**src/sv/csml_pkg.sv**
```systemverilog
`timescale 1ns / 1ps
// ============================================================================
// csml_pkg
// Shared constants and types for the cross-stencil mean/Laplacian core.
// ============================================================================
package csml_pkg;

   // Line store depth and the widths that follow from it
   localparam int MAX_WIDTH = 1024;
   localparam int ADDR_W    = $clog2(MAX_WIDTH);
   localparam int CNT_W     = $clog2(MAX_WIDTH + 1);

   // Field and register widths
   localparam int PIX_W     = 8;
   localparam int COL_W     = 10;
   localparam int ROW_W     = 12;
   localparam int MODE_W    = 2;
   localparam int WIDTH_W   = 11;
   localparam int HEIGHT_W  = 13;
   localparam int CSR_IDX_W = 2;
   localparam int CSR_DAT_W = 13;

   localparam logic [HEIGHT_W-1:0] HEIGHT_LIMIT = 13'd4096;

   // Queue between front and back
   localparam int QDEPTH = 4;
   localparam int QPTR_W = $clog2(QDEPTH);
   localparam int QCNT_W = $clog2(QDEPTH + 1);

   // Register indexes
   localparam logic [CSR_IDX_W-1:0] CSR_MODE   = 2'd0;
   localparam logic [CSR_IDX_W-1:0] CSR_WIDTH  = 2'd1;
   localparam logic [CSR_IDX_W-1:0] CSR_HEIGHT = 2'd2;

   // Filter modes
   localparam logic [MODE_W-1:0] MODE_MEAN = 2'd0;
   localparam logic [MODE_W-1:0] MODE_LAP  = 2'd1;

   // Reset values
   localparam logic [WIDTH_W-1:0]  WIDTH_RST  = 11'd640;
   localparam logic [HEIGHT_W-1:0] HEIGHT_RST = 13'd480;

   // Result slot order inside one queued entry
   localparam int SLOT_UP_MID   = 0;  // (c-1, r-1)
   localparam int SLOT_UP_END   = 1;  // (c,   r-1)
   localparam int SLOT_LAST_MID = 2;  // (c-1, r)
   localparam int SLOT_LAST_END = 3;  // (c,   r)

   // One queued entry: window snapshot plus the results it owes
   typedef struct packed {
      logic [8:0][PIX_W-1:0] win;
      logic [ADDR_W-1:0]     col;
      logic [ROW_W-1:0]      row;
      logic [3:0]            mask;
   } entry_type;

   typedef struct packed {
      logic      vld;
      entry_type ent;
   } push_type;

   typedef struct packed {
      logic      vld;
      entry_type ent;
   } head_type;

endpackage

```
**src/sv/csml_back.sv**
```systemverilog
`timescale 1ns / 1ps
// ============================================================================
// csml_back
// Walks the owed results of the head entry, one per cycle unless stalled,
// applies the filter and holds each result in the output register.
// ============================================================================
module csml_back (
   input  logic                           clock,
   input  logic                           reset,
   input  logic [csml_pkg::MODE_W-1:0]    mode,
   input  csml_pkg::head_type             head,
   output logic                           pop,
   input  logic                           rsp_stall,
   output logic                           rsp_valid,
   output logic [csml_pkg::PIX_W-1:0]     rsp_pixel_out,
   output logic [csml_pkg::COL_W-1:0]     rsp_out_col,
   output logic [csml_pkg::ROW_W-1:0]     rsp_out_row,
   output logic                           rsp_run_last
);

   logic [3:0]                   done_ff, rem, sel;
   logic                         fire, is_last;
   logic                         col2, lvl1, x_zero, y_zero;
   logic [3:0]                   base;
   logic [csml_pkg::PIX_W-1:0]   pc, pl, pr, pu, pd;
   logic [csml_pkg::ADDR_W-1:0]  x;
   logic [csml_pkg::ROW_W-1:0]   y;
   logic [9:0]                   sum4;
   logic [10:0]                  sum5;
   logic [24:0]                  prod;
   logic signed [11:0]           lap;
   logic [csml_pkg::PIX_W-1:0]   val;

   logic                         vld_ff;
   logic [csml_pkg::PIX_W-1:0]   pix_ff;
   logic [csml_pkg::COL_W-1:0]   col_ff;
   logic [csml_pkg::ROW_W-1:0]   row_ff;
   logic                         last_ff;

   // Pick the lowest result still owed by the head entry
   always_comb begin
      rem     = head.ent.mask & ~done_ff;
      sel     = rem & (~rem + 1'b1);
      is_last = ((rem & ~sel) == '0);
      fire    = head.vld && (!vld_ff || !rsp_stall);
      pop     = fire && is_last;
   end

   // Gather the stencil for the chosen slot
   always_comb begin
      col2   = sel[csml_pkg::SLOT_UP_END] || sel[csml_pkg::SLOT_LAST_END];
      lvl1   = sel[csml_pkg::SLOT_LAST_MID] || sel[csml_pkg::SLOT_LAST_END];
      base   = (col2 ? 4'd6 : 4'd3) + (lvl1 ? 4'd1 : 4'd0);
      x      = col2 ? head.ent.col : head.ent.col - 1'b1;
      y      = lvl1 ? head.ent.row : head.ent.row - 1'b1;
      x_zero = (x == '0);
      y_zero = (y == '0);
      pc     = head.ent.win[base + 4'd1];
      pu     = y_zero ? pc : head.ent.win[base];
      pd     = lvl1 ? pc : head.ent.win[base + 4'd2];
      pl     = x_zero ? pc : head.ent.win[base - 4'd2];
      pr     = col2 ? pc : head.ent.win[base + 4'd4];
   end

   // Filter: divide by 5 through reciprocal 3277/2^14, exact below 1280
   always_comb begin
      sum4 = 10'(pl) + 10'(pr) + 10'(pu) + 10'(pd);
      sum5 = 11'(sum4) + 11'(pc);
      prod = 25'(sum5) * 25'd3277;
      lap  = 12'sd128 + $signed({2'b00, sum4}) - $signed({2'b00, pc, 2'b00});
      case (mode)
         csml_pkg::MODE_MEAN: val = prod[21:14];
         csml_pkg::MODE_LAP: begin
            if (lap < 0)           val = '0;
            else if (lap > 12'sd255) val = 8'd255;
            else                   val = lap[7:0];
         end
         default: val = pc;
      endcase
   end

   // Output register
   always_ff @(posedge clock) begin
      if (reset) begin
         vld_ff  <= 1'b0;
         done_ff <= '0;
      end else begin
         if (fire) begin
            vld_ff  <= 1'b1;
            done_ff <= is_last ? '0 : (done_ff | sel);
         end else if (!rsp_stall) begin
            vld_ff  <= 1'b0;
         end
      end
   end

   always_ff @(posedge clock) begin
      if (fire) begin
         pix_ff  <= val;
         col_ff  <= csml_pkg::COL_W'(x);
         row_ff  <= y;
         last_ff <= is_last;
      end
   end

   assign rsp_valid     = vld_ff;
   assign rsp_pixel_out = pix_ff;
   assign rsp_out_col   = col_ff;
   assign rsp_out_row   = row_ff;
   assign rsp_run_last  = last_ff;

endmodule

```
**config.mk**
```make
export PLATFORM = sky130hd
export DESIGN_NAME = csml_back
export DESIGN_NICKNAME = d
export VERILOG_FILES = /design/src/sv/csml_pkg.sv /design/src/sv/csml_back.sv
export SDC_FILE = /design/constraint.sdc
export NUM_CORES = 1
export LEC_CHECK = 0
export BUFFER_PORTS_ARGS = -buffer_cell sky130_fd_sc_hd__buf_2
export CORE_MARGIN = 8
export CORE_UTILIZATION = 47
export DETAILED_ROUTE_END_ITERATION = 8
export GPL_ROUTABILITY_DRIVEN = 0
export PLACE_DENSITY = 0.77
export SYNTH_ARGS = -nofsm -noshare
export SYNTH_HDL_FRONTEND = slang
export SYNTH_SLANG_ARGS = --single-unit
export TNS_END_PERCENT = 30
```
**constraint.sdc**
```tcl
create_clock -name clock -period 26.3 [get_ports clock]
set_input_delay 2.63 -clock clock [delete_from_list [all_inputs] [get_ports clock]]
set_output_delay 2.63 -clock clock [all_outputs]
set_load 0.1 [all_outputs]
```
== Word level (Yosys, flattened, before mapping) ==
Index checks and enable logic that the tools add are counted.

* Register bits after elaboration: 36
* Latch bits: 0
* Memory bits (writable): 0
* ROM bits: 0
* Bits of input ports: 104
* Output and inout port bits: 33
* Word-level logic and storage cells: 72
* Memories kept: 0

* Add/subtract/negate cells: 14
* Multiply operators: 1
* Div/mod/pow operators: 0
* Magnitude comparators: 7
* Eq/ne operators: 2
* Shift operators: 0
* Mux-type cells: 24
* Bitwise gates (word level): 7
* Reduce and logical (&&, ||, !) cells: 11

{| class="wikitable"
|+ Operators with widths
! operator !! count
|-
| $bmux 8 s4 || 5
|-
| $mux 8 || 11
|-
| $lt 4x5->1 const B || 5
|-
| $mul 11x12->22 const B || 1
|-
| $pmux 8 s2 || 1
|-
| $and 4x4->4 || 3
|-
| $gt 12x9->1 const B || 1
|-
| $logic_not 12->1 || 1
|-
| $lt 12x1->1 const B || 1
|-
| $mux 12 || 1
|-
| $not 4->4 || 3
|-
| $sub 11x10->12 || 1
|-
| $sub 12x1->12 const B || 1
|-
| $add 10x8->11 || 1
|-
| $add 8x10->11 const A || 1
|-
| $add 10x8->10 || 1
|-
| $add 9x8->10 || 1
|-
| $logic_not 10->1 || 1
|-
| $mux 10 || 1
|-
| $sub 10x1->10 const B || 1
|-
| $add 8x8->9 || 1
|-
| $add 4x1->4 const B || 2
|-
| $add 3x1->4 || 1
|-
| $add 4x2->4 const B || 1
|-
| other kinds (13) || 19
|}

== Depth between registers and ports, before layout ==
* Word-level depth: 21
* Depth in mapped cells: 52
* Depth with buffers taken out: 49

== Least setup slack after synthesis ==
No wires, ideal clock.

* Path type: in2reg
* Start point: input port head[0] in the netlist's numbering
* End point: register pix_ff, in the netlist rsp_pixel_out[3], data pin
* Setup time: 0.195 ns
* Arrival time: 13.087 ns
* Data required time: 26.105 ns
* Path slack: 13.018 ns
* Stages: 46
* Buffers on the path: 4
* Cell sequence: or2b_2 nand2_2 clkinv_2 clkbuf_1 ha_1 buf_2 buf_1 clkbuf_1 mux4_2 mux2i_1 mux2i_1 fa_1 inv_1 fa_1 inv_1 ha_1 inv_1 fa_1 [10 not listed] nor2_1 nor3b_1 ha_1 fa_1 inv_1 fa_1 fa_1 fa_1 inv_1 ha_1 a21oi_1 o21ai_0 a311oi_1 a221oi_1 or2_2 a21o_1 xnor2_1 o311ai_0

* Longest elaborated chain between the ends: 20
* Elaborated cells between the ends (all ways): 43
* Those cells by class: 12 x add/sub; 1 x mul; 2 x order compare; 21 x mux; 3 x bitwise; 4 x reduce/logical

{| class="wikitable"
|+ RTL lines
! what !! RTL line !! source
|-
| start: declaration || csml_back.sv:11 || <nowiki>input csml_pkg::head_type head,</nowiki>
|-
| $and 4x4->4 (*) || csml_back.sv:42 || <nowiki>rem = head.ent.mask & ~done_ff;</nowiki>
|-
| $not 4->4 (*) || csml_back.sv:43 || <nowiki>sel = rem & (~rem + 1'b1);</nowiki>
|-
| $add 4x1->4 (*) || csml_back.sv:43 ||
|-
| $and 4x4->4 (*) || csml_back.sv:43 ||
|-
| $logic_or 1x1->1, on equally long branches || csml_back.sv:51, csml_back.sv:52 ||
|-
| $mux 3 / $mux 1 (equally long branches) || csml_back.sv:53 || <nowiki>base = (col2 ? 4'd6 : 4'd3) + (lvl1 ? 4'd1 : 4'd0);</nowiki>
|-
| $add 3x1->4 || csml_back.sv:53 ||
|-
| $sub 4x2->4 (tied with other cells) || csml_back.sv:61 || <nowiki>pl = x_zero ? pc : head.ent.win[base - 4'd2];</nowiki>
|-
| [5 not listed] || -- ||
|-
| $add 10x8->10 || csml_back.sv:67 || <nowiki>sum4 = 10'(pl) + 10'(pr) + 10'(pu) + 10'(pd);</nowiki>
|-
| $add 8x10->11 || csml_back.sv:70 || <nowiki>lap = 12'sd128 + $signed({2'b00, sum4}) - $signed({2'b00, pc, 2'b00});</nowiki>
|-
| $sub 11x10->12 || csml_back.sv:70 ||
|-
| $gt 12x9->1 || csml_back.sv:75 || <nowiki>else if (lap > 12'sd255) val = 8'd255;</nowiki>
|-
| $mux 8 || csml_back.sv:75 ||
|-
| $mux 8 || csml_back.sv:74 || <nowiki>if (lap < 0) val = '0;</nowiki>
|-
| $pmux 8 s2 (*) || csml_back.sv:71 || <nowiki>case (mode)</nowiki>
|-
| named net val (one bit) || csml_back.sv:32 || <nowiki>logic [csml_pkg::PIX_W-1:0] val;</nowiki>
|-
| end signal: assignment || csml_back.sv:99 || <nowiki>pix_ff <= val;</nowiki>
|-
| end: declaration || csml_back.sv:35 || <nowiki>logic [csml_pkg::PIX_W-1:0] pix_ff;</nowiki>
|}

Mark *: on every way through the listed nets, which the timed path passes. The rest lies on a longest branch. The select of a mux whose other input is x is not followed.
A chain may end at the register's enable or synchronous reset.

== Final worst setup path ==
* Start point: input port head[2] in the netlist's numbering
* End point: register pix_ff, in the netlist rsp_pixel_out[3], data pin

* Longest elaborated chain between the ends: 20
* Elaborated cells between the ends (all ways): 43
* Those cells by class: 12 x add/sub; 1 x mul; 2 x order compare; 21 x mux; 3 x bitwise; 4 x reduce/logical

{| class="wikitable"
|+ RTL lines
! what !! RTL line
|-
| $and 4x4->4 (*) || csml_back.sv:42
|-
| $not 4->4 || csml_back.sv:43
|-
| $add 4x1->4 || csml_back.sv:43
|-
| $and 4x4->4 (*) || csml_back.sv:43
|-
| $logic_or 1x1->1, on equally long branches || csml_back.sv:51, csml_back.sv:52
|-
| $mux 3 / $mux 1 (equally long branches) || csml_back.sv:53
|-
| $add 3x1->4 || csml_back.sv:53
|-
| $sub 4x2->4 (tied with other cells) || csml_back.sv:61
|-
| [5 not listed] || --
|-
| $add 10x8->10 || csml_back.sv:67
|-
| $add 8x10->11 || csml_back.sv:70
|-
| $sub 11x10->12 || csml_back.sv:70
|-
| $gt 12x9->1 || csml_back.sv:75
|-
| $mux 8 || csml_back.sv:75
|-
| $mux 8 || csml_back.sv:74
|-
| $pmux 8 s2 (*) || csml_back.sv:71
|-
| named net val (one bit) || csml_back.sv:32
|}

Marked as above.

==> run summary <==
status = completed
Routed WL = 20200 µm
Simple-Gate Fraction of Synth Area = 13.5%
die width = 143 µm
drt via density = 5.68
R2R Setup Slk = 13.53 ns
FF+latch count, synth = 36
Adder-Cell Fraction of Synth Area = 29.2%
ys async rst share = 0%
drt pass-1 iters = 5
Crit Path Max Fanout = 31
layout cells sized above 1 = 20.5%
Hold Vio Cnt, Final = 0
largest net degree at the start of global routing = 37
routed len/inst = 16.9 µm
first-pass GRT wire length = 32800 µm
worst r2r dst = rsp_pixel_out[3]$_DFFE_PP_
post_cts resized = 0
Synth Flop Type = edfxtp_1
Slowest-stage cell, CP = ha_1
syn nets = 1112
Starting DRT DRC Count = 416
Worst Min Path Start = done_ff[0]$_SDFFE_PP0P_
Worst-Skew Late Latency = 0.28 ns
Die Area = 20500 µm²
RR Startpoint = done_ff[2]$_SDFFE_PP0P_
Post-DRT Antenna Nets = 0
Final Skew = 0.00764 ns
CTS Buf Count = 5
GR Overflow Total = 0
Required @ worst endpoint = 26.37 ns
Die Y = 143 µm
CP Class = input port to flop
initial antenna violation count = 2
Core Footprint = 15800 µm²
Post-CTS Hold Buffers = 0
setup repair bufs after CTS = 0
Least-Margin Pin Slew = 1.07 ns
Ys Warns = 0
port buffer count = 136
Longest Clk Path Bufs = 2
final max-slew violation count = 0
compound-cell area share of the yosys netlist = 16.6%
Seq/Total Area, Yosys = 13.6%
CP max stage delay = 0.94 ns
Synth area leaders = ha_1 17%, fa_1 12%, edfxtp_1 12%
largest family of logic cells by synthesized area = adder cells
setup TNS = 0 ns
post-synthesis mux area share = 13.4%
Min-Delay Path Class = flop to flop
number of max-cap violations = 0
Synth area leader = ha_1
Arr. time, crit path = 14.98 ns
post-synthesis xor/xnor area fraction = 5.89%
CP Launch Type = input port
DP HPWL = 17000 µm
# DRC = 0
gate count of the mapped netlist = 859
Synth top area share = 16.8%
area grow syn2layout = 13.6%
CTS HTree Levels = 2
Hold Path Cell Cnt = 2
number of setup violations in the final report = 0
IO Pins = 137
starting density of the core = 48.0%
crit end category = flop
RSZ-0062 raised after global routing = false
Fillers = 1464
CTS tree = built
vias in the first global route = 6805
clock sinks = 36
row cnt = 46
Layout Nets = 1228
worst relative slew slack = 28.8%
number of synthesized flops with an enable pin = 31
Yosys cell types = 77
GRT Overall Usage = 19.7%
crit path time final = 14.90 ns
hold endpoint = done_ff[0]$_SDFFE_PP0P_
synthesized area = 7600 µm²
Clock transition at path regs = 0.06 ns
mean area per synthesized cell = 8.85 µm²
cell mode on critical path = fa_1
Vias = 6786
Clock Root Buffer = clkbuf_16
worst-case reg-to-reg path depth = 44
FMAX = 0.0671 GHz
period utilization = 56.7%
[registers in the layout (all words and copies together) (netlist names)]
register and cells:
rsp_out_row 12, rsp_out_col 10, rsp_pixel_out 8, done_ff 4, rsp_run_last 1, rsp_valid 1
[cell type report]
cell class                 count  area, µm²  area share, %
inverter                     123        463           5.36
sequential                    36       1030           11.9
multi-input combinational    669       5990           69.3
antenna                        2       5.00         0.0580
clock buffer                   5        125           1.45
clock inverter                 3       42.5          0.493
timing repair buffer         140        711           8.23
tap                          216        270           3.13
[worst max-delay path: cells and delay by family]
kind / cells / cell delay [ns]
muxes: 3 / 1.12
and+or+nand+nor: 9 / 1.50
buffers and inverters: 7 / 0.91
xor gates and xnor gates: 3 / 0.86
AOI/OAI and AO/OA: 12 / 2.89
adders and majority gates: 11 / 5.03
[logic make-up after synthesis]
kind of cell | Yosys count
AOI/OAI and AO/OA | 189
xor gates and xnor gates | 48
adders and majority gates | 149
buffers and inverters | 154
DFF | 36
muxes | 77
and+or+nand+nor | 206
[cells in the mapped netlist, types with 18 or more instances]
| master | n |
|---|---|
| a21oi_1 | 47 |
| clkbuf_1 | 19 |
| edfxtp_1 | 31 |
| fa_1 | 47 |
| ha_1 | 102 |
| inv_1 | 120 |
| mux2i_1 | 46 |
| mux4_2 | 18 |
| nand2_1 | 55 |
| nor2_1 | 52 |
| nor2b_1 | 18 |
| o21ai_0 | 41 |
| xnor2_1 | 33 |
[through the flow]
step | setup slack [ns] | cells | util (%) | hold WS, ns | cell area [µm²]
CTS | 11.49 | 1192 | 54.5 | 0.498 | 8630
global placement | 11.42 | 1184 | 53.5 | 0.471 | 8460
global route | 10.42 | 1194 | 54.6 | 0.521 | 8640
finish | 11.40 | 1194 | 54.6 | 0.494 | 8640
floorplan | 13.02 | 859 | - | 0.450 | 7600
detailed placement | 11.23 | 1184 | 53.5 | 0.485 | 8460
[layout by cell type, fill, tap and decap left out, types with 6 or more instances in the layout]
| master | n |
|---|---|
| nand2b_1 | 12 |
| o21ai_0 | 41 |
| nor2_1 | 52 |
| fa_1 | 47 |
| a21oi_1 | 47 |
| mux2i_1 | 46 |
| nand3_1 | 16 |
| nand2_1 | 55 |
| inv_1 | 120 |
| nor3_1 | 13 |
| ha_1 | 102 |
| mux2_2 | 11 |
| a221oi_1 | 6 |
| mux4_2 | 18 |
| a21o_1 | 13 |
| xor2_1 | 13 |
| a211oi_1 | 11 |
| nor2b_1 | 18 |
| or2_2 | 6 |
| buf_2 | 136 |
| xnor2_1 | 33 |
| a31oi_1 | 6 |
| edfxtp_1 | 31 |
| o221ai_1 | 7 |
| o211ai_1 | 11 |
[routing by layer]
| layer | vias up | track usage [%] | share of wire [%] |
|---|---|---|---|
| met5 | - | 0 | 0 |
| met4 | 0 | 7.33 | 2.8 |
| li1 | 3291 | - | - |
| met1 | 3214 | 23.8 | 42 |
| met2 | 232 | 35.4 | 50 |
| met3 | 49 | 1.84 | 5.6 |
[worst max path at each step]
stage	from	to	slack, ns
after global routing	head[2]	rsp_pixel_out[3]$_DFFE_PP_	10.42
after detailed placement	head[2]	rsp_pixel_out[3]$_DFFE_PP_	11.23
after global placement	head[0]	rsp_pixel_out[4]$_DFFE_PP_	11.42
after CTS	head[2]	rsp_pixel_out[3]$_DFFE_PP_	11.49
after floorplan	head[0]	rsp_pixel_out[3]$_DFFE_PP_	13.02
final	head[2]	rsp_pixel_out[3]$_DFFE_PP_	11.40
Power is not shown: default switching activity piles up to over one toggle a cycle in this logic, so the estimate is an artifact.
