--- config.mk ---
export PLATFORM = sky130hd
export DESIGN_NAME = csml_queue
export DESIGN_NICKNAME = d
export VERILOG_FILES = /design/src/sv/csml_pkg.sv /design/src/sv/csml_queue.sv
export SDC_FILE = /design/constraint.sdc
export NUM_CORES = 1
export LEC_CHECK = 0
export BUFFER_PORTS_ARGS = -buffer_cell sky130_fd_sc_hd__buf_2
export CORE_MARGIN = 1
export CORE_UTILIZATION = 57
export CTS_BUF_LIST = sky130_fd_sc_hd__clkbuf_8 sky130_fd_sc_hd__clkbuf_16
export CTS_CLUSTER_SIZE = 40
export DETAILED_ROUTE_END_ITERATION = 6
export PLACE_DENSITY = 0.79
export SLEW_MARGIN = 20
export SYNTH_ARGS = -nofsm -noshare
export SYNTH_HDL_FRONTEND = slang
export SYNTH_SLANG_ARGS = --single-unit
export TNS_END_PERCENT = 10
--- constraint.sdc ---
create_clock -name clock -period 4.5 [get_ports clock]
set_input_delay 0 -clock clock [delete_from_list [all_inputs] [get_ports clock]]
set_output_delay 0 -clock clock [all_outputs]
set_load 0.005 [all_outputs]
--- src/sv/csml_pkg.sv ---
`timescale 1ns / 1ps
// ============================================================================
// csml_pkg
// Shared constants and types for the cross-stencil mean/Laplacian core.
// ============================================================================
package csml_pkg;

   // Line store depth and the widths that follow from it
   localparam int MAX_WIDTH = 1024;
   localparam int ADDR_W    = $clog2(MAX_WIDTH);
   localparam int CNT_W     = $clog2(MAX_WIDTH + 1);

   // Field and register widths
   localparam int PIX_W     = 8;
   localparam int COL_W     = 10;
   localparam int ROW_W     = 12;
   localparam int MODE_W    = 2;
   localparam int WIDTH_W   = 11;
   localparam int HEIGHT_W  = 13;
   localparam int CSR_IDX_W = 2;
   localparam int CSR_DAT_W = 13;

   localparam logic [HEIGHT_W-1:0] HEIGHT_LIMIT = 13'd4096;

   // Queue between front and back
   localparam int QDEPTH = 4;
   localparam int QPTR_W = $clog2(QDEPTH);
   localparam int QCNT_W = $clog2(QDEPTH + 1);

   // Register indexes
   localparam logic [CSR_IDX_W-1:0] CSR_MODE   = 2'd0;
   localparam logic [CSR_IDX_W-1:0] CSR_WIDTH  = 2'd1;
   localparam logic [CSR_IDX_W-1:0] CSR_HEIGHT = 2'd2;

   // Filter modes
   localparam logic [MODE_W-1:0] MODE_MEAN = 2'd0;
   localparam logic [MODE_W-1:0] MODE_LAP  = 2'd1;

   // Reset values
   localparam logic [WIDTH_W-1:0]  WIDTH_RST  = 11'd640;
   localparam logic [HEIGHT_W-1:0] HEIGHT_RST = 13'd480;

   // Result slot order inside one queued entry
   localparam int SLOT_UP_MID   = 0;  // (c-1, r-1)
   localparam int SLOT_UP_END   = 1;  // (c,   r-1)
   localparam int SLOT_LAST_MID = 2;  // (c-1, r)
   localparam int SLOT_LAST_END = 3;  // (c,   r)

   // One queued entry: window snapshot plus the results it owes
   typedef struct packed {
      logic [8:0][PIX_W-1:0] win;
      logic [ADDR_W-1:0]     col;
      logic [ROW_W-1:0]      row;
      logic [3:0]            mask;
   } entry_type;

   typedef struct packed {
      logic      vld;
      entry_type ent;
   } push_type;

   typedef struct packed {
      logic      vld;
      entry_type ent;
   } head_type;

endpackage

--- src/sv/csml_queue.sv ---
`timescale 1ns / 1ps
// ============================================================================
// csml_queue
// Short FIFO of window snapshots between the front and the back.
// ============================================================================
module csml_queue (
   input  logic                          clock,
   input  logic                          reset,
   input  csml_pkg::push_type            push,
   input  logic                          pop,
   output csml_pkg::head_type            head,
   output logic [csml_pkg::QCNT_W-1:0]   count
);

   csml_pkg::entry_type             slot_ff [csml_pkg::QDEPTH];
   logic [csml_pkg::QPTR_W-1:0]     wr_ff, rd_ff;
   logic [csml_pkg::QCNT_W-1:0]     cnt_ff;

   // Pointers and fill level
   always_ff @(posedge clock) begin
      if (reset) begin
         wr_ff  <= '0;
         rd_ff  <= '0;
         cnt_ff <= '0;
      end else begin
         if (push.vld) wr_ff <= wr_ff + 1'b1;
         if (pop)      rd_ff <= rd_ff + 1'b1;
         if (push.vld && !pop)      cnt_ff <= cnt_ff + 1'b1;
         else if (!push.vld && pop) cnt_ff <= cnt_ff - 1'b1;
      end
   end

   always_ff @(posedge clock) begin
      if (push.vld) begin
         slot_ff[wr_ff] <= push.ent;
      end
   end

   assign head.vld = (cnt_ff != '0);
   assign head.ent = slot_ff[rd_ff];
   assign count    = cnt_ff;

endmodule

### Word-level counts from Yosys, hierarchy flattened

Memories as Yosys holds them, arrays and structs flattened. A register that Yosys moved wholly into a read port is not among the register bits.
Index checks and enable logic that the tools add are counted.

* $add $sub $neg: 4
* reductions and logical operators: 6
* muxes and demuxes: 6

Operators with widths (number)
* 2-to-1 mux 3 bit: 2
* adder 2 x 1 -> 2 bit, second input constant: 2
* 2-to-1 mux 2 bit: 2
* adder 3 x 1 -> 3 bit, second input constant: 1
* nonzero test 3 bit: 1
* subtractor 3 x 1 -> 3 bit, second input constant: 1
* logical AND 1 bit: 2
* zero test 1 bit: 2
* 2-to-1 mux 1 bit: 2
* nonzero test 2 bit: 1

* register bits: 7
* memories: 1
* input bits: 102
* bits in writable memories: 392
* output and inout port bits: 102

Memory list
* slot_ff: depth 4, bits a word 98, rd ports 1, clocked after Yosys merged registers in 1, wr ports 1, RTL line csml_queue.sv:15 `csml_pkg::entry_type slot_ff [csml_pkg::QDEPTH];`

### Logic depth before layout (Yosys ltp)

Gate-level depths: netlist of run 1.

* depth after elaboration: 4
* gate-level depth with buffers: 7
* mapped depth without buffers: 7

### Worst setup path after synthesis of run 1

Ideal clock, no wire load.

* kind: register -> register
* start point: reg wr_ff[0] in the netlist's numbering
* end point: mem slot_ff[0][0] in the netlist's numbering (enable)
* period minus slack after synthesis: 3276 ps
* data required time: 4032 ps
* cell stages (with the launch flop): 4
* path slack: 1224 ps
* setup time: 468 ps
* arrival: 2809 ps
* cell sequence: dfxtp_1 > inv_1 > ha_1 > and2_1

RTL lines
* start: declaration: RTL line csml_queue.sv:16 `logic [csml_pkg::QPTR_W-1:0] wr_ff, rd_ff;`
* start signal: assignment: RTL line csml_queue.sv:26 `if (push.vld) wr_ff <= wr_ff + 1'b1;`
* end: declaration: RTL line csml_queue.sv:15

No word-level cell before the write port.

==> results of run 1 <==
-- per-stage QoR --
stage,utilization (%),hold slack (ps),total power [uW],instances,instance area (um^2)
2_1_floorplan,-,98.87,4825,555,14550
3_3_place_gp,63.42,211.4,5114,1074,15920
3_5_place_dp,63.42,218.6,5150,1074,15920
4_1_cts,72.41,209.9,8314,1248,18180
5_1_grt,72.54,228.0,8518,1251,18220
6_report,72.54,219.0,8261,1251,18220
-- kinds of logic (layout without fill, tap and decap cells) --
group | Yosys count | count (layout) | share of synthesized area (%)
buffers and inverters | 27 | 391 | 1.144
AND/OR/NAND/NOR | 14 | 14 | 0.4644
flip-flops | 401 | 401 | 82.15
other | 0 | 2 | 0
adder cells (fa/ha/maj) | 6 | 6 | 0.5676
AO/OA/AOI/OAI | 2 | 2 | 0.06873
XOR/XNOR | 5 | 5 | 0.3011
multiplexers | 100 | 100 | 15.31
-- power groups by stage --
| stage | Sequential [uW] | Clock, uW | Combinational (uW) |
|---|---|---|---|
| after floorplan | 4410 | 0 | 413 |
| after global placement | 4450 | 0 | 668 |
| after detailed placement | 4460 | 0 | 688 |
| after CTS | 4390 | 3160 | 770 |
| after global routing | 4400 | 3300 | 813 |
| final | 4380 | 3120 | 759 |
-- synth_stat cells (all sizes together) --
master    n  area, um^2
o21ai     1       5.000
mux2i     2       20.02
fa        1       20.02
nor2      7       26.28
inv       4       15.01
edfxtp  392       11770
nand2     1       3.750
ha        5       62.56
xor2      3       26.28
mux4     98        2207
clkbuf    8       30.03
buf      15       121.4
and2      4       25.02
a21oi     1       5.000
dfxtp     9       180.2
or3       2       12.51
xnor2     2       17.52
-- worst reg2reg max path: stages, from the launching register on --
cell	delay [ps]
sky130_fd_sc_hd__dfxtp_1	410
sky130_fd_sc_hd__ha_1	190
sky130_fd_sc_hd__and2_4	500
sky130_fd_sc_hd__buf_16	320
sky130_fd_sc_hd__buf_4	440
-- final cells by class --
cell class | count | area (um^2)
timing repair buffer | 315 | 2145
inverter | 4 | 15.01
multi-input combinational | 127 | 2441
antenna | 2 | 5.005
sequential | 401 | 11960
tap | 330 | 412.9
fill | 1507 | 6894
clock buffer | 39 | 975.9
clock inverter | 33 | 261.5
-- flip-flops by register name (all words and copies together), names as in the netlist, named ones only --
name and flops:
count 3, rd_ff 2, slot_ff 392, wr_ff 2
-- routing by layer --
layer  part of all wire, %  vias up
li1                      -     3054
met1                    38     3629
met2                    54      246
met3                   5.1       57
met4                   2.9        0
met5                     0        -
-- cells in the final DEF, fill, tap and decap left out, types with 2 or more instances in the layout --
cell type                       Yosys  final
sky130_fd_sc_hd__edfxtp_1         392    392
sky130_fd_sc_hd__buf_2             11    203
sky130_fd_sc_hd__dlygate4sd3_1      0    102
sky130_fd_sc_hd__mux4_2            98     98
sky130_fd_sc_hd__clkbuf_16          0     39
sky130_fd_sc_hd__inv_1              4     11
sky130_fd_sc_hd__clkinv_1           0     10
sky130_fd_sc_hd__buf_4              0      8
sky130_fd_sc_hd__nor2_1             7      7
sky130_fd_sc_hd__clkinv_2           0      7
sky130_fd_sc_hd__dfxtp_1            9      7
sky130_fd_sc_hd__ha_1               5      5
sky130_fd_sc_hd__and2_4             0      4
sky130_fd_sc_hd__bufinv_16          0      4
sky130_fd_sc_hd__xor2_1             3      3
sky130_fd_sc_hd__inv_6              0      3
sky130_fd_sc_hd__diode_2            0      2
sky130_fd_sc_hd__or3_1              2      2
sky130_fd_sc_hd__xnor2_1            2      2
sky130_fd_sc_hd__mux2i_1            2      2
sky130_fd_sc_hd__dfxtp_4            0      2
-- path summary, 6_finish.rpt --
kind / start / slack, ps / endpoint
worst min register to register: count[2]$_SDFFE_PP0P_ / 510 / count[2]$_SDFFE_PP0P_
worst min-delay path: push[28] / 220 / slot_ff[1][28]$_DFFE_PP_
worst max register to register: wr_ff[0]$_SDFFE_PP0P_ / 2290 / slot_ff[3][70]$_DFFE_PP_
worst max-delay path: register / 1730 / head[30]
==> out/results.txt, run 1 <==
die height: 161.8 um
Req. time, crit path: 4500 ps
initial antenna violation count: 2
number of remaining DRC errors: 0
number of maximum-capacitance constraint violations: 0
cell area after synthesis: 14,550 um^2
share of synthesized area occupied by flip-flops and latches: 82.15%
clock latency on the worst-skew pair: 520 ps
Clock transition at path regs: 60 ps
cell depth of the worst min-delay path: 2
Clock H-tree levels: 2
share of the clock period used by the worst path after layout: 61.48%
Longest Clk Path Bufs: 3
sinks on the clock net: 401
Placer Congestion: 0.7467
Period minus WS final: 2767 ps
master cell of the clock root buffer: sky130_fd_sc_hd__clkbuf_16
chip width: 161.8 um
global-route wire length before repair: 43,280 um
Synth Net Count: 663
count of routing violations after the opening detailed-route iteration: 535
fraction of layout cells with a size suffix above 1: 40.48%
detailed-route via count: 6,986
leakage power: 0.006269 uW
Synth Area per Inst: 26.21 um^2
part of the power in the clock network: 37.7%
number of storage elements in the synthesis netlist: 401
unrepaired setup endpoints after global routing: false
number of global-route vias before repair: 7,583
Yosys warning count: 0
die area: 26,170 um^2
largest stage delay on the critical path: 930 ps
detailed placer's ending HPWL: 16,330 um
Peak Freq: 361.4 MHz
count of cells along the worst register-to-register path: 4
aggregate routed wire length: 28,740 um
initial standard-cell utilization of the core: 57.94%
Crit. End Element: output pin
CP Class: register to output pin
number of setup buffers added after CTS: 0
run status: finished clean
worst setup skew after layout: 26.96 ps
Wirelength per Cell: 22.98 um
Final Hold Vio Count: 0
met1 GRT Util: 28.69%
Ports: 204
drt via density: 5.584
Buffers on Ports: 203
# setup viols final: 0
busiest layer in global routing: met2
sum of negative setup slack: 0 ps
hold-fix buffer count after cts: 102
logic depth of the worst path, buffers included: 3
layout net count: 996
row count: 58
post-route setup slack: 1733 ps
category of cells accounting for the largest share of critical-path delay: flip-flops
number of max-slew violations in the final report: 0
grt met3 use: 3.473%
Layout Area Growth over Synthesis: 25.20%
startpoint class of the critical path: register
GR Layer Usage met2: 39.64%
internal power component: 6513 uW
Worst IR Drop VDD: 0.2459 mV
DRT antenna net count: 0
Bufs and invs on worst path: 2
cell at the slowest stage of the critical path: sky130_fd_sc_hd__dfxtp_4
type of the most critical hold path: input pin to register
placeable core region: 25,110 um^2
Comb power frac: 9.2%
slew at the pin with the worst max-slew slack: 1045 ps
Arr. time, crit path: 2770 ps
pin count of the biggest net entering global routing: 76
worst setup slack before clock tree synthesis: 2123 ps
CTS tree: done
count of cell types in the netlist: 20
switching power summed over all nets: 1748 uW
total grt overflow: 0
series of cell instances along the critical path: buf_12 -> mux4_2 -> buf_2
first-pass detailed-route iteration total: 5
aggregate global-route resource usage: 22.56%
number of cells upsized or downsized after cts: 0
fraction of power spent switching nets: 21.16%
TritonCTS Buffers: 39
normalized max-slew margin: 30.32%
power density of the placed cells: 453.5 nW/um^2
Reg power frac: 53.1%
critical path peak fanout: 58
gate count of the mapped netlist: 555
Power figures use the tool's default switching activity.
==> run 2: changes to the inputs <==
- CORE_UTILIZATION: 57 -> 51
- PLACE_DENSITY: 0.79 -> 0.75
- clock period: 4.5 -> 2.45 ns (I/O delays scaled with it)
==> run 2 against run 1 <==
Against the previous run: sequential power is 82% higher; count of clock-buffer cells in the layout is 5 higher; largest power group unchanged; critical path type unchanged; first-iteration DRC count is 14% higher; combinational power is 91% higher; highest routed layer is now met5.
==> out/results.txt, run 2 (synthesized netlist as in run 1, its figures left out) <==
run status: finished clean
row count: 61
capturing element of the worst setup path: head[72]
area after detailed placement: 16,140 um^2
category of cells accounting for the largest share of critical-path delay: multiplexers
DRT antenna net count: 0
placeable core region: 27,930 um^2
type of the most critical hold path: input pin to register
count of cells along the worst register-to-register path: 4
chip width: 170.9 um
Crit. End Element: output pin
Layout Area Growth over Synthesis: 27.46%
aggregate routed wire length: 27,410 um
endpoint of the lowest-slack register-to-register path: slot_ff[0][11]$_DFFE_PP_
sinks on the clock net: 401
fin area: 18,540 um^2
power density of the placed cells: 850.4 nW/um^2
TritonCTS Buffers: 39
master cell of the clock root buffer: sky130_fd_sc_hd__clkbuf_16
Peak Freq: 462.4 MHz
Req. time, crit path: 2450 ps
layout net count: 1,002
Ports: 204
detailed placer's ending HPWL: 15,950 um
series of cell instances along the critical path: buf_12 -> mux4_2 -> buf_2
number of global-route vias before repair: 7,669
number of maximum-capacitance constraint violations: 0
clock latency on the worst-skew pair: 510 ps
count of routing violations after the opening detailed-route iteration: 608
Period minus WS final: 2163 ps
Arr. time, crit path: 2160 ps
pin count of the biggest net entering global routing: 54
startpoint class of the critical path: register
Bufs and invs on worst path: 2
Reg power frac: 50.7%
fraction of power spent switching nets: 20.06%
Comb power frac: 9.2%
CP Class: register to output pin
fraction of layout cells with a size suffix above 1: 41.43%
initial antenna violation count: 1
unrepaired setup endpoints after global routing: false
worst setup skew after layout: 11.25 ps
most frequent standard cell in the layout excluding fill and tap cells: sky130_fd_sc_hd__edfxtp_1
register with the most flip-flops: slot_ff
Placer Congestion: 0.7261
die height: 170.9 um
first-pass detailed-route iteration total: 6
share of the clock period used by the worst path after layout: 88.28%
most frequent cells in the layout: sky130_fd_sc_hd__edfxtp_1 (392), sky130_fd_sc_hd__buf_2 (203), sky130_fd_sc_hd__dlygate4sd3_1 (102)
number of remaining DRC errors: 0
Longest Clk Path Bufs: 3
switching power summed over all nets: 3164 uW
part of the power in the clock network: 40.1%
number of max-slew violations in the final report: 0
aggregate global-route resource usage: 19.31%
layout filler cell count: 1,789
CTS tree: done
leakage power: 0.006400 uW
drt via density: 5.377
# setup viols final: 0
cell at the slowest stage of the critical path: sky130_fd_sc_hd__mux4_2
launch point of the worst reg-to-reg path: wr_ff[0]$_SDFFE_PP0P_
largest stage delay on the critical path: 580 ps
detailed-route via count: 6,995
Wirelength per Cell: 21.07 um
setup slack of the most critical reg-to-reg path: 680 ps
flip-flop count of the largest register after layout: 392
logic depth of the worst path, buffers included: 3
normalized max-slew margin: 62.71%
total grt overflow: 0
die area: 29,210 um^2
Clock transition at path regs: 60 ps
Final Hold Vio Count: 0
initial standard-cell utilization of the core: 52.08%
Worst IR Drop VDD: 0.6078 mV
Clock H-tree levels: 2
slew at the pin with the worst max-slew slack: 559.4 ps
internal power component: 12,610 uW
overall power of the completed layout: 15,770 uW
tightest hold margin: 234.0 ps
global-route wire length before repair: 41,780 um
critical path peak fanout: 38
Buffers on Ports: 203
run 2: changes by cell type in the layout (fill, tap and decap cells not counted), sizes merged:
cell	change
clkinv	-10
buf	+6
clkbuf	+5
bufinv	+4
clkinvlp	-1
diode	-1
inv	-1
run 2: routing by layer:
metal / vias up / part of all wire (%) / global-route usage [%]
met5: - / 0.047 / 0
met4: 2 / 2.0 / 6.444
met3: 45 / 6.0 / 4.210
met2: 237 / 51 / 33.11
met1: 3647 / 40 / 24.58
li1: 3064 / - / -
run 2: layout make-up:
| cell class | count | area (um^2) | area share [%] |
|---|---|---|---|
| timing repair buffer | 321 | 2270 | 12.24 |
| clock buffer | 44 | 1067 | 5.755 |
| inverter | 4 | 15.01 | 0.08097 |
| tap | 378 | 473.0 | 2.550 |
| antenna | 1 | 2.502 | 0.01349 |
| multi-input combinational | 127 | 2441 | 13.16 |
| clock inverter | 25 | 316.6 | 1.707 |
| sequential | 401 | 11960 | 64.49 |
run 2: repair_timing:
| action | in CTS | in global routing |
|---|---|---|
| setup buffers | 0 | 0 |
| endpoints found under the hold margin | 401 | 0 |
| hold buffers | 102 | 0 |
| resized for setup | 0 | 0 |
run 2: worst register-to-register path: stages (launching register included):
cell                      delay [ps]
sky130_fd_sc_hd__dfxtp_1         360
sky130_fd_sc_hd__inv_1           110
sky130_fd_sc_hd__ha_1            150
sky130_fd_sc_hd__and2_4          400
sky130_fd_sc_hd__buf_12          360
run 2: how the worst min path moves through the flow:
stage / start / to / slack [ps] / depth (start not counted)
2_1_floorplan: push[0] / slot_ff[0][0]$_DFFE_PP_ / 100 / 0
3_3_place_gp: push[46] / slot_ff[0][46]$_DFFE_PP_ / 210 / 1
3_5_place_dp: push[24] / slot_ff[0][24]$_DFFE_PP_ / 220 / 1
4_1_cts: push[77] / slot_ff[0][77]$_DFFE_PP_ / 220 / 2
5_1_grt: push[0] / slot_ff[0][0]$_DFFE_PP_ / 230 / 2
6_report: push[68] / slot_ff[3][68]$_DFFE_PP_ / 230 / 2
run 2: stage by stage:
stage / std cells / TNS [ps] / utilization (%) / worst slack [ps]
global route: 1300 / 0 / 66.38 / 145.0
detailed placement: 1129 / 0 / 57.77 / 677.6
global placement: 1129 / 0 / 57.77 / 739.9
CTS: 1300 / 0 / 66.38 / 225.9
finish: 1301 / 0 / 66.38 / 287.2
floorplan: 555 / -239200 / - / -826.2
run 2: power groups by stage:
stage	Sequential, uW	Clock, uW	Combinational [uW]
finish	7990	6320	1450
global route	8020	6690	1590
CTS	8000	6420	1480
detailed placement	8140	0	1340
global placement	8110	0	1300
floorplan	8100	0	759
==> run 3: changes to the inputs <==
- BUFFER_PORTS_ARGS: -buffer_cell sky130_fd_sc_hd__buf_2 -> unset
- CORE_UTILIZATION: 51 -> 56
- DONT_BUFFER_PORTS: unset -> 1
- PLACE_DENSITY: 0.75 -> 0.74
- SLEW_MARGIN: 20 -> 15
==> run 3 against run 2 <==
Against the previous run: first-iteration DRC count is 27% lower; sequential cell count stayed put; count of clock-buffer cells in the layout stayed put; non-clock buffer count is 201 lower; critical endpoint is now head[44]; fmax is 3.3% higher; global-route usage is 0.76 points higher; total power is 3.3% lower; clock power is 4.0% lower.
==> out/results.txt, run 3 (synthesized netlist as in run 1, its figures left out) <==
run status: finished clean
Wirelength per Cell: 24.81 um
layout net count: 801
category of cells accounting for the largest share of critical-path delay: flip-flops
Clock H-tree levels: 2
number of global-route vias before repair: 6,762
detailed placer's ending HPWL: 15,200 um
Reg power frac: 52.5%
CP Class: register to output pin
unrepaired setup endpoints after global routing: false
# setup viols final: 0
Layout Area Growth over Synthesis: 19.99%
share of the clock period used by the worst path after layout: 85.45%
row count: 58
drt via density: 5.873
detailed-route via count: 6,190
power density of the placed cells: 873.1 nW/um^2
Comb power frac: 7.7%
sinks on the clock net: 401
total grt overflow: 0
number of max-slew violations in the final report: 0
DRT antenna net count: 0
critical path peak fanout: 24
initial standard-cell utilization of the core: 57.44%
aggregate routed wire length: 26,150 um
first-pass detailed-route iteration total: 4
chip width: 163.2 um
Placer Congestion: 0.7257
area after detailed placement: 15,090 um^2
CTS tree: done
leakage power: 0.005565 uW
flip-flop count of the largest register after layout: 392
series of cell instances along the critical path: buf_4 -> mux4_2
layout filler cell count: 1,486
number of cells upsized or downsized after cts: 0
switching power summed over all nets: 3132 uW
Bufs and invs on worst path: 1
Peak Freq: 477.7 MHz
internal power component: 12,110 uW
startpoint class of the critical path: register
type of the most critical hold path: input pin to register
hold wc startpoint: pop
Clock transition at path regs: 70 ps
clock latency on the worst-skew pair: 510 ps
most frequent cells in the layout: sky130_fd_sc_hd__edfxtp_1 (392), sky130_fd_sc_hd__dlygate4sd3_1 (103), sky130_fd_sc_hd__mux4_2 (98)
number of setup buffers added after CTS: 0
placeable core region: 25,330 um^2
Final Hold Vio Count: 0
Crit. End Element: output pin
pin count of the biggest net entering global routing: 52
aggregate global-route resource usage: 20.06%
initial antenna violation count: 1
Worst IR Drop VDD: 0.5455 mV
Longest Clk Path Bufs: 3
part of the power in the clock network: 39.8%
number of remaining DRC errors: 0
largest stage delay on the critical path: 690 ps
number of maximum-capacitance constraint violations: 0
most frequent standard cell in the layout excluding fill and tap cells: sky130_fd_sc_hd__edfxtp_1
overall power of the completed layout: 15,240 uW
Buffers on Ports: 0
register with the most flip-flops: slot_ff
cell at the slowest stage of the critical path: sky130_fd_sc_hd__dfxtp_4
Arr. time, crit path: 2090 ps
worst setup skew after layout: 10.26 ps
launch point of the worst reg-to-reg path: wr_ff[0]$_SDFFE_PP0P_
global-route wire length before repair: 39,070 um
Period minus WS final: 2094 ps
die area: 26,630 um^2
master cell of the clock root buffer: sky130_fd_sc_hd__clkbuf_16
normalized max-slew margin: 65.20%
Req. time, crit path: 2450 ps
slew at the pin with the worst max-slew slack: 521.9 ps
die height: 163.2 um
Ports: 204
fraction of layout cells with a size suffix above 1: 25.03%
count of routing violations after the opening detailed-route iteration: 445
fraction of power spent switching nets: 20.55%
fin area: 17,460 um^2
TritonCTS Buffers: 39
run 3: changes by cell type in the layout (fill, tap and decap cells not counted):
cell,change
sky130_fd_sc_hd__buf_2,-203
sky130_fd_sc_hd__clkinv_1,+5
sky130_fd_sc_hd__inv_1,-4
sky130_fd_sc_hd__bufinv_16,-3
sky130_fd_sc_hd__clkinvlp_4,+3
sky130_fd_sc_hd__buf_12,+2
sky130_fd_sc_hd__buf_4,-1
sky130_fd_sc_hd__dlygate4sd3_1,+1
sky130_fd_sc_hd__inv_8,+1
run 3: area by class of cell:
| type | instances | area [um^2] | share of cell area (%) |
|---|---|---|---|
| Antenna cell | 1 | 2.502 | 0.01433 |
| Clock buffer | 44 | 1067 | 6.113 |
| Clock inverter | 27 | 264.0 | 1.512 |
| Inverter | 4 | 15.01 | 0.08600 |
| Multi-Input combinational cell | 127 | 2441 | 13.98 |
| Sequential cell | 401 | 11960 | 68.50 |
| Tap cell | 330 | 412.9 | 2.365 |
| Timing Repair Buffer | 120 | 1296 | 7.425 |
run 3: routing by layer:
| layer | vias to the layer above | global-route usage [%] | part of all wire, % |
|---|---|---|---|
| met4 | 0 | 6.032 | 2.0 |
| met2 | 236 | 33.72 | 51 |
| met1 | 3245 | 25.32 | 38 |
| li1 | 2666 | - | - |
| met3 | 43 | 5.942 | 8.3 |
| met5 | - | 0 | 0 |
run 3: worst paths after layout:
kind	endpoint	slack [ps]	depth (start not counted)
min reg2reg	count[2]$_SDFFE_PP0P_	530	2
max reg2reg	slot_ff[0][78]$_DFFE_PP_	750	4
max	head[44]	360	2
min	count[2]$_SDFFE_PP0P_	100	5
run 3: per-stage QoR:
stage,setup slack [ps],hold WS [ps],setup TNS [ps],utilization (%),std cells
2_1_floorplan,-826.2,98.87,-239200,-,555
3_3_place_gp,764.1,68.84,0,59.59,879
3_5_place_dp,711.7,69.85,0,59.59,879
4_1_cts,268.8,12.82,0,68.92,1053
5_1_grt,206.1,129.1,0,68.93,1054
6_report,356.5,102.1,0,68.93,1054
run 3: worst register-to-register path: stages (launching register included):
cell and delay, ps:
sky130_fd_sc_hd__dfxtp_1 350, sky130_fd_sc_hd__inv_1 90, sky130_fd_sc_hd__ha_1 140, sky130_fd_sc_hd__and2_4 390, sky130_fd_sc_hd__buf_12 350
run 3: repair_timing:
action | CTS | global route
setup endpoints to repair | 0 | 0
hold buffers | 103 | 0
endpoints found under the hold margin | 494 | 0
run 3: power by group through the flow:
stage / sequential [uW] / clock (uW) / combinational (uW)
finish: 8000 / 6070 / 1170
global route: 8030 / 6430 / 1260
CTS: 8010 / 6180 / 1200
detailed placement: 8160 / 0 / 982
global placement: 8130 / 0 / 967
floorplan: 8100 / 0 / 759
